<file path="src/zfn_pkg.sv">
package zfn_pkg;

  // sizes of the data path
  localparam int unsigned MaxVectors = 64;
  localparam int unsigned Dims       = 7;
  localparam int unsigned ValW       = 24;
  localparam int unsigned FracW      = 12;
  localparam int unsigned SumW       = 31;
  localparam int unsigned DiffW      = ValW + 1;
  localparam int unsigned SqW        = 2 * DiffW;
  localparam int unsigned DvdW       = SqW + 6;
  localparam int unsigned DvsW       = 25;
  localparam int unsigned VarW       = 49;

  localparam logic signed [ValW-1:0] ValMax = {1'b0, {(ValW-1){1'b1}}};
  localparam logic signed [ValW-1:0] ValMin = {1'b1, {(ValW-1){1'b0}}};

  // what a running division produces
  typedef enum logic [1:0] {
    SEL_MEAN = 2'd0,
    SEL_VAR  = 2'd1,
    SEL_NORM = 2'd2
  } div_sel_e;

  // control from the sequencer to every lane
  typedef struct packed {
    logic     wr;
    logic     sq;
    logic     acc;
    logic     div_go;
    div_sel_e sel;
    logic     sqrt_go;
    logic     clear;
  } zfn_ctrl_t;

  // status from a lane
  typedef struct packed {
    logic div_done;
    logic sqrt_done;
  } zfn_stat_t;

  typedef struct packed {
    logic signed [ValW-1:0] dim0_value;
    logic signed [ValW-1:0] dim1_value;
    logic signed [ValW-1:0] dim2_value;
    logic signed [ValW-1:0] dim3_value;
    logic signed [ValW-1:0] dim4_value;
    logic signed [ValW-1:0] dim5_value;
    logic signed [ValW-1:0] dim6_value;
    logic                   set_last;
  } zfn_in_t;

  typedef struct packed {
    logic signed [ValW-1:0] norm0;
    logic signed [ValW-1:0] norm1;
    logic signed [ValW-1:0] norm2;
    logic signed [ValW-1:0] norm3;
    logic signed [ValW-1:0] norm4;
    logic signed [ValW-1:0] norm5;
    logic signed [ValW-1:0] norm6;
    logic                   result_last;
  } zfn_out_t;

endpackage

</file>
<file path="src/zfn_ram.sv">
module zfn_ram #(
  parameter int unsigned Width = 24,
  parameter int unsigned Depth = 64,
  localparam int unsigned AddrW = (Depth > 1) ? $clog2(Depth) : 1
) (
  input  logic             clk_i,
  input  logic             we_i,
  input  logic [AddrW-1:0] waddr_i,
  input  logic [Width-1:0] wdata_i,
  input  logic [AddrW-1:0] raddr_i,
  output logic [Width-1:0] rdata_o
);

  logic [Width-1:0] mem_q [Depth];

  // one write port, one registered read port
  always_ff @(posedge clk_i) begin
    if (we_i) begin
      mem_q[waddr_i] <= wdata_i;
    end
    rdata_o <= mem_q[raddr_i];
  end

endmodule

</file>
<file path="src/zfn_div.sv">
module zfn_div (
  input  logic                         clk_i,
  input  logic                         rst_ni,
  input  logic                         start_i,
  input  logic [zfn_pkg::DvdW-1:0]     dvd_i,
  input  logic [zfn_pkg::DvsW-1:0]     dvs_i,
  output logic                         done_o,
  output logic [zfn_pkg::DvdW-1:0]     quo_o
);
  import zfn_pkg::*;

  localparam int unsigned CntW = $clog2(DvdW);

  logic            busy_q, done_q;
  logic [CntW-1:0] cnt_q;
  logic [DvsW-1:0] rem_q, dvs_q, rem_d;
  logic [DvdW-1:0] quo_q;
  logic [DvsW:0]   part, part_sub;
  logic            ge;

  // one restoring step per cycle
  assign part     = {rem_q, quo_q[DvdW-1]};
  assign part_sub = part - {1'b0, dvs_q};
  assign ge       = part >= {1'b0, dvs_q};
  assign rem_d    = ge ? part_sub[DvsW-1:0] : part[DvsW-1:0];

  // iteration control
  always_ff @(posedge clk_i or negedge rst_ni) begin
    if (!rst_ni) begin
      busy_q <= 1'b0;
      done_q <= 1'b0;
      cnt_q  <= '0;
    end else begin
      done_q <= busy_q && (cnt_q == CntW'(DvdW - 1));
      if (start_i) begin
        busy_q <= 1'b1;
        cnt_q  <= '0;
      end else if (busy_q) begin
        cnt_q <= cnt_q + CntW'(1);
        if (cnt_q == CntW'(DvdW - 1)) begin
          busy_q <= 1'b0;
        end
      end
    end
  end

  // remainder and quotient shift
  always_ff @(posedge clk_i) begin
    if (start_i) begin
      rem_q <= '0;
      quo_q <= dvd_i;
      dvs_q <= dvs_i;
    end else if (busy_q) begin
      rem_q <= rem_d;
      quo_q <= {quo_q[DvdW-2:0], ge};
    end
  end

  assign done_o = done_q;
  assign quo_o  = quo_q;

endmodule

</file>
<file path="src/zfn_lane.sv">
module zfn_lane #(
  parameter int unsigned MaxVectors = zfn_pkg::MaxVectors,
  localparam int unsigned AddrW = (MaxVectors > 1) ? $clog2(MaxVectors) : 1,
  localparam int unsigned CntW  = $clog2(MaxVectors + 1)
) (
  input  logic                              clk_i,
  input  logic                              rst_ni,
  input  zfn_pkg::zfn_ctrl_t                ctrl_i,
  input  logic [AddrW-1:0]                  addr_i,
  input  logic signed [zfn_pkg::ValW-1:0]   value_i,
  input  logic [CntW-1:0]                   count_i,
  output zfn_pkg::zfn_stat_t                stat_o,
  output logic signed [zfn_pkg::ValW-1:0]   norm_o
);
  import zfn_pkg::*;

  logic [ValW-1:0]        rdata;
  logic signed [SumW-1:0] sum_q;
  logic [SumW-1:0]        sum_mag;
  logic signed [ValW-1:0] mean_q;
  logic signed [DiffW-1:0] diff;
  logic [DiffW-1:0]       diff_mag;
  logic [SqW-1:0]         sq_q;
  logic [DvdW-1:0]        acc_q;
  logic [VarW-1:0]        var_q;
  logic [DvsW-1:0]        divisor_q;
  logic                   sign_q;
  div_sel_e               sel_q;
  logic [DvdW-1:0]        dvd, quo;
  logic [DvsW-1:0]        dvs;
  logic                   div_done;

  // stored vectors of this dimension
  zfn_ram #(
    .Width (ValW),
    .Depth (MaxVectors)
  ) u_ram (
    .clk_i   (clk_i),
    .we_i    (ctrl_i.wr),
    .waddr_i (addr_i),
    .wdata_i (value_i),
    .raddr_i (addr_i),
    .rdata_o (rdata)
  );

  // deviation of the read value from the mean
  assign diff     = DiffW'($signed(rdata)) - DiffW'(mean_q);
  assign diff_mag = diff[DiffW-1] ? DiffW'(-diff) : DiffW'(diff);
  assign sum_mag  = sum_q[SumW-1] ? SumW'(-sum_q) : SumW'(sum_q);

  // running sum and sum of squares
  always_ff @(posedge clk_i or negedge rst_ni) begin
    if (!rst_ni) begin
      sum_q <= '0;
      acc_q <= '0;
    end else if (ctrl_i.clear) begin
      sum_q <= '0;
      acc_q <= '0;
    end else begin
      if (ctrl_i.wr) begin
        sum_q <= sum_q + SumW'(value_i);
      end
      if (ctrl_i.acc) begin
        acc_q <= acc_q + DvdW'(sq_q);
      end
    end
  end

  // squared deviation, registered before the accumulator
  always_ff @(posedge clk_i) begin
    if (ctrl_i.sq) begin
      sq_q <= diff_mag * diff_mag;
    end
  end

  // divider operand select
  always_comb begin
    case (ctrl_i.sel)
      SEL_MEAN: begin
        dvd = DvdW'(sum_mag);
        dvs = DvsW'(count_i);
      end
      SEL_VAR: begin
        dvd = acc_q;
        dvs = DvsW'(count_i);
      end
      SEL_NORM: begin
        dvd = DvdW'({diff_mag, {FracW{1'b0}}});
        dvs = divisor_q;
      end
      default: begin
        dvd = '0;
        dvs = DvsW'(1);
      end
    endcase
  end

  zfn_div u_div (
    .clk_i   (clk_i),
    .rst_ni  (rst_ni),
    .start_i (ctrl_i.div_go),
    .dvd_i   (dvd),
    .dvs_i   (dvs),
    .done_o  (div_done),
    .quo_o   (quo)
  );

  // remember what the divider is working on
  always_ff @(posedge clk_i or negedge rst_ni) begin
    if (!rst_ni) begin
      sel_q <= SEL_MEAN;
    end else if (ctrl_i.div_go) begin
      sel_q <= ctrl_i.sel;
    end
  end

  always_ff @(posedge clk_i) begin
    if (ctrl_i.div_go) begin
      sign_q <= (ctrl_i.sel == SEL_NORM) ? diff[DiffW-1] : sum_q[SumW-1];
    end
  end

  // capture mean and variance
  always_ff @(posedge clk_i) begin
    if (div_done) begin
      case (sel_q)
        SEL_MEAN: mean_q <= sign_q ? ValW'(-quo[ValW-1:0]) : quo[ValW-1:0];
        SEL_VAR:  var_q  <= quo[VarW-1:0];
        default:  ;
      endcase
    end
  end

  // bit-pair square root of the variance
  logic [VarW-1:0] sv_q, sr_q, sb_q, trial;
  logic            sq_busy_q, sqrt_done_q, sge;

  assign trial = sr_q + sb_q;
  assign sge   = sv_q >= trial;

  always_ff @(posedge clk_i or negedge rst_ni) begin
    if (!rst_ni) begin
      sq_busy_q   <= 1'b0;
      sqrt_done_q <= 1'b0;
    end else begin
      sqrt_done_q <= sq_busy_q && sb_q[0];
      if (ctrl_i.sqrt_go) begin
        sq_busy_q <= 1'b1;
      end else if (sq_busy_q && sb_q[0]) begin
        sq_busy_q <= 1'b0;
      end
    end
  end

  always_ff @(posedge clk_i) begin
    if (ctrl_i.sqrt_go) begin
      sv_q <= var_q;
      sr_q <= '0;
      sb_q <= {1'b1, {(VarW-1){1'b0}}};
    end else if (sq_busy_q) begin
      if (sge) begin
        sv_q <= sv_q - trial;
        sr_q <= (sr_q >> 1) + sb_q;
      end else begin
        sr_q <= sr_q >> 1;
      end
      sb_q <= sb_q >> 2;
    end
  end

  // divisor floored at one lsb
  always_ff @(posedge clk_i) begin
    if (sqrt_done_q) begin
      divisor_q <= (sr_q == '0) ? DvsW'(1) : sr_q[DvsW-1:0];
    end
  end

  // signed and saturated quotient
  always_comb begin
    if (!sign_q) begin
      norm_o = (quo > DvdW'(ValMax)) ? ValMax : quo[ValW-1:0];
    end else begin
      norm_o = (quo > DvdW'(unsigned'(ValMax)) + DvdW'(1)) ? ValMin :
               ValW'(-quo[ValW-1:0]);
    end
  end

  assign stat_o.div_done  = div_done;
  assign stat_o.sqrt_done = sqrt_done_q;

endmodule

</file>
<file path="config.mk">
export PLATFORM = sky130hd
export DESIGN_NAME = zfn_lane
export DESIGN_NICKNAME = d
export VERILOG_FILES = /design/src/zfn_pkg.sv /design/src/zfn_ram.sv /design/src/zfn_div.sv /design/src/zfn_lane.sv
export SDC_FILE = /design/constraint.sdc
export NUM_CORES = 2
export LEC_CHECK = 0
export BUFFER_PORTS_ARGS = -buffer_cell sky130_fd_sc_hd__buf_2
export CORE_MARGIN = 8
export CORE_UTILIZATION = 30
export CTS_BUF_LIST = sky130_fd_sc_hd__clkbuf_4 sky130_fd_sc_hd__clkbuf_8
export DETAILED_ROUTE_END_ITERATION = 7
export PLACE_DENSITY = 0.41
export SYNTH_ARGS = -nofsm -noshare
export SYNTH_HDL_FRONTEND = slang
export SYNTH_SLANG_ARGS = --single-unit
</file>
<file path="constraint.sdc">
create_clock -name clk_i -period 11.85 [get_ports clk_i]
set_input_delay 3.555 -clock clk_i [delete_from_list [all_inputs] [get_ports clk_i]]
set_output_delay 3.555 -clock clk_i [all_outputs]
set_load 0.05 [all_outputs]
</file>
==> impl_metrics.tcl <==
set metrics [dict create \
    cts_setup_buffers 0 \
    tritoncts_clock_tree "built" \
    globalRouteTotalUtil_pct 19.5 \
    dieWidth_um 611 \
    portBuffers 72 \
    via_count 71900 \
    max_slew_margin_vs_limit_pct 7.32 \
    first_global_vias 73400 \
    worst_path_most_repeated_cell "fa_1" \
    worstPathRequired_ns 12.51 \
    clock_insertion_delay_worst_skew_ns 1.01 \
    critPathSlowestCell "fa_1" \
    design.portCount 73 \
    critical_path_class "reg -> reg" \
    syn_inst 8526 \
    ctsRootBufferMaster "clkbuf_8" \
    cp.buffers_inverters 6 \
    die-height_um 611 \
    grt_first_pass_wirelength_um 537000 \
    final-max-slew-violation-count 0 \
    post-dp-hpwl_um 247000 \
    cts_htree_levels 5 \
    via_per_inst 5.24 \
    combined_area_of_the_multi_input_logic_cells_sq_um 42600 \
    run_status "finished clean" \
    worst_setup_hold_path_clk_slew_ns 0.07 \
    max_freq_mhz 89.1 \
    core_area_sq_um 353000 \
    layout.nets 9676 \
    setup_repair_after_global_routing_missed_its_margin "no" \
    finalCriticalPeriod_ns 11.23 \
    sequential_element_share_of_the_synthesized_area_pct 55.9 \
    placement_rows 218 \
    worst_setup_path_end_kind "register" \
    final.period_utilization_pct 94.7 \
    grt_start_max_net_pins 92 \
    routabilityCongestion 0.839 \
    ys_seq_elements 2036 \
    critPathArrivalTime_ns 11.89 \
    drt.antenna.violating_nets 0 \
    fillers 35000 \
    largest_clock_skew_in_the_final_design_ns 0.102 \
    synth-edff-count 1814 \
    maxCapViolCount 0 \
    sequential_cell_area_in_the_final_layout_sq_um 59400 \
    finalSetupViolations 0 \
    cts.sinks 2036 \
    start_util_pct 30.2 \
    timing.critical_path.max_delay_family "adder cells" \
    path_max_fanout 12 \
    ys.warnings.count 0 \
    ys_async_sr_fraction_pct 4.86 \
    yosys_most_used_dff "edfxtp_1" \
    holdCritPathClass "reg -> reg" \
    clk_path_buf_depth 4 \
    antenna_found_initial 23 \
    drtIter0Drc 5943 \
    cpPeakStageDelay_ns 0.57 \
    yosys.cell_types.count 107 \
    avgSynthCellArea_sq_um 12.5 \
    timing.critical_path.from_type "register" \
    final.setup.tns_ns 0 \
    detail_route.drc_violations 0 \
    cts-buffers-inserted 353 \
    design.die.area_sq_um 374000 \
    drt-pass1-iter-count 6 \
    grt-ovfl-total 0 \
    final-hold-violation-count 0 \
    final_layout_size_suffix_gt1_share_pct 11.9 \
    syn2layout_area_growth_pct 12.9 \
    detail_route.wirelength_um 376000 \
    syn_area_sq_um 106000 \
    tightest_slew_ns 1.38 \
    ctsHoldBuffers 0 \
    wl_per_cell_um 27.4 \
]
## worst paths after layout
check	from	end	slack, ns	cells after the start
setup / recovery	mean_q[0]	sq_q[49]	0.62	36
hold / removal	u_div.rem_q[12]	u_div.rem_q[13]	0.49	2
setup reg to reg	mean_q[0]	sq_q[49]	0.62	36
hold reg to reg	u_div.rem_q[12]	u_div.rem_q[13]	0.49	2
max in group asynchronous	rst_ni	acc_q[34]	7.83	2
min in group asynchronous	rst_ni	sum_q[3]	2.63	1
## cells by family (layout without fill, tap and decap cells)
family / after synthesis / in the layout / synth area share (%)
XOR/XNOR: 345 / 345 / 2.89
buffers and inverters: 1251 / 1710 / 4.50
AO/OA/AOI/OAI: 2148 / 2148 / 14.3
multiplexers: 106 / 106 / 1.02
adder cells (fa/ha/maj): 885 / 885 / 13.7
flip-flops: 2036 / 2036 / 55.9
AND/OR/NAND/NOR: 1753 / 1753 / 7.71
other: 2 / 27 / 0.00706
## synthesized netlist by cell type (177+ instances only)
library cell  instances  area (sq um)
o21ai_0             253          1270
a21oi_1             319          1600
a31oi_1             231          1450
clkbuf_1            337          1260
edfxtp_1           1814         54500
fa_1                472          9450
inv_1               778          2920
nor2_1              614          2300
ha_1                413          5170
a221oi_1            177          1550
xnor2_1             214          1870
nand2_1             473          1780
a22oi_1             451          3390
## stage by stage
step,util (%),hold slack (ns),setup slack [ns],std cells,cell area (sq um)
3_5_place_dp,32.1,0.477,0.0978,13100,113000
5_1_grt,34.0,0.506,0.0345,13700,120000
3_3_place_gp,32.1,0.475,0.107,13100,113000
6_report,34.0,0.492,0.623,13700,120000
2_1_floorplan,-,0.424,2.13,8542,106000
4_1_cts,34.0,0.489,0.196,13700,120000
## what timing repair did
action | in CTS | in global routing
resized for setup | 1 | 4
gates cloned | 0 | 0
endpoints found under the hold margin | 0 | 0
setup endpoints to repair | 1 | 5
## metal layers
layer  track usage, %  share of wire, %  wire length, um  vias to the layer above
met5                0            0.0053               20                        -
met4             4.30               2.3             8480                        2
met3             2.45               5.0            18900                      446
met2             32.1                47           177000                     2051
met1             27.4                46           172000                    37400
li1                 -                 -                -                    32100
## layout by cell type, fill, tap and decap left out, types with 165 or more instances in the layout
cell and instances:
a21oi_1 318, a221oi_1 177, a22o_1 165, a22oi_1 451, a31oi_1 230, buf_4 227, clkbuf_8 375, edfxtp_1 1814
fa_1 472, ha_1 413, inv_1 777, nand2_1 473, nor2_1 548, o21ai_0 251, xnor2_1 207
## flip-flops by register name (all words and copies together) (netlist names), 31 cells and up
signal       flops
sq_q            49
u_ram.mem_q   1536
sr_q            49
u_div.quo_o     56
acc_q           56
sv_q            49
sum_q           31
var_q           49
## worst register-to-register path: cells and delay by family (launching register included)
family / cells / cell delay (ns)
AOI/OAI and AO/OA: 14 / 3.68
xor gates and xnor gates: 2 / 0.40
and+or+nand+nor: 4 / 1.28
adders and majority gates: 10 / 4.49
DFF: 1 / 0.37
buffers and inverters: 6 / 0.76
## cell type report
cell class                 count  share of cell area, %
multi-input combinational   5255                   35.5
tap                         4730                   4.93
antenna                        9                 0.0188
clock inverter               107                  0.579
timing repair buffer         307                   1.91
inverter                     791                   2.48
clock buffer                 505                   5.11
sequential                  2036                   49.5
Power is not shown: default switching activity piles up to over one toggle a cycle in this logic, so the estimate is an artifact.
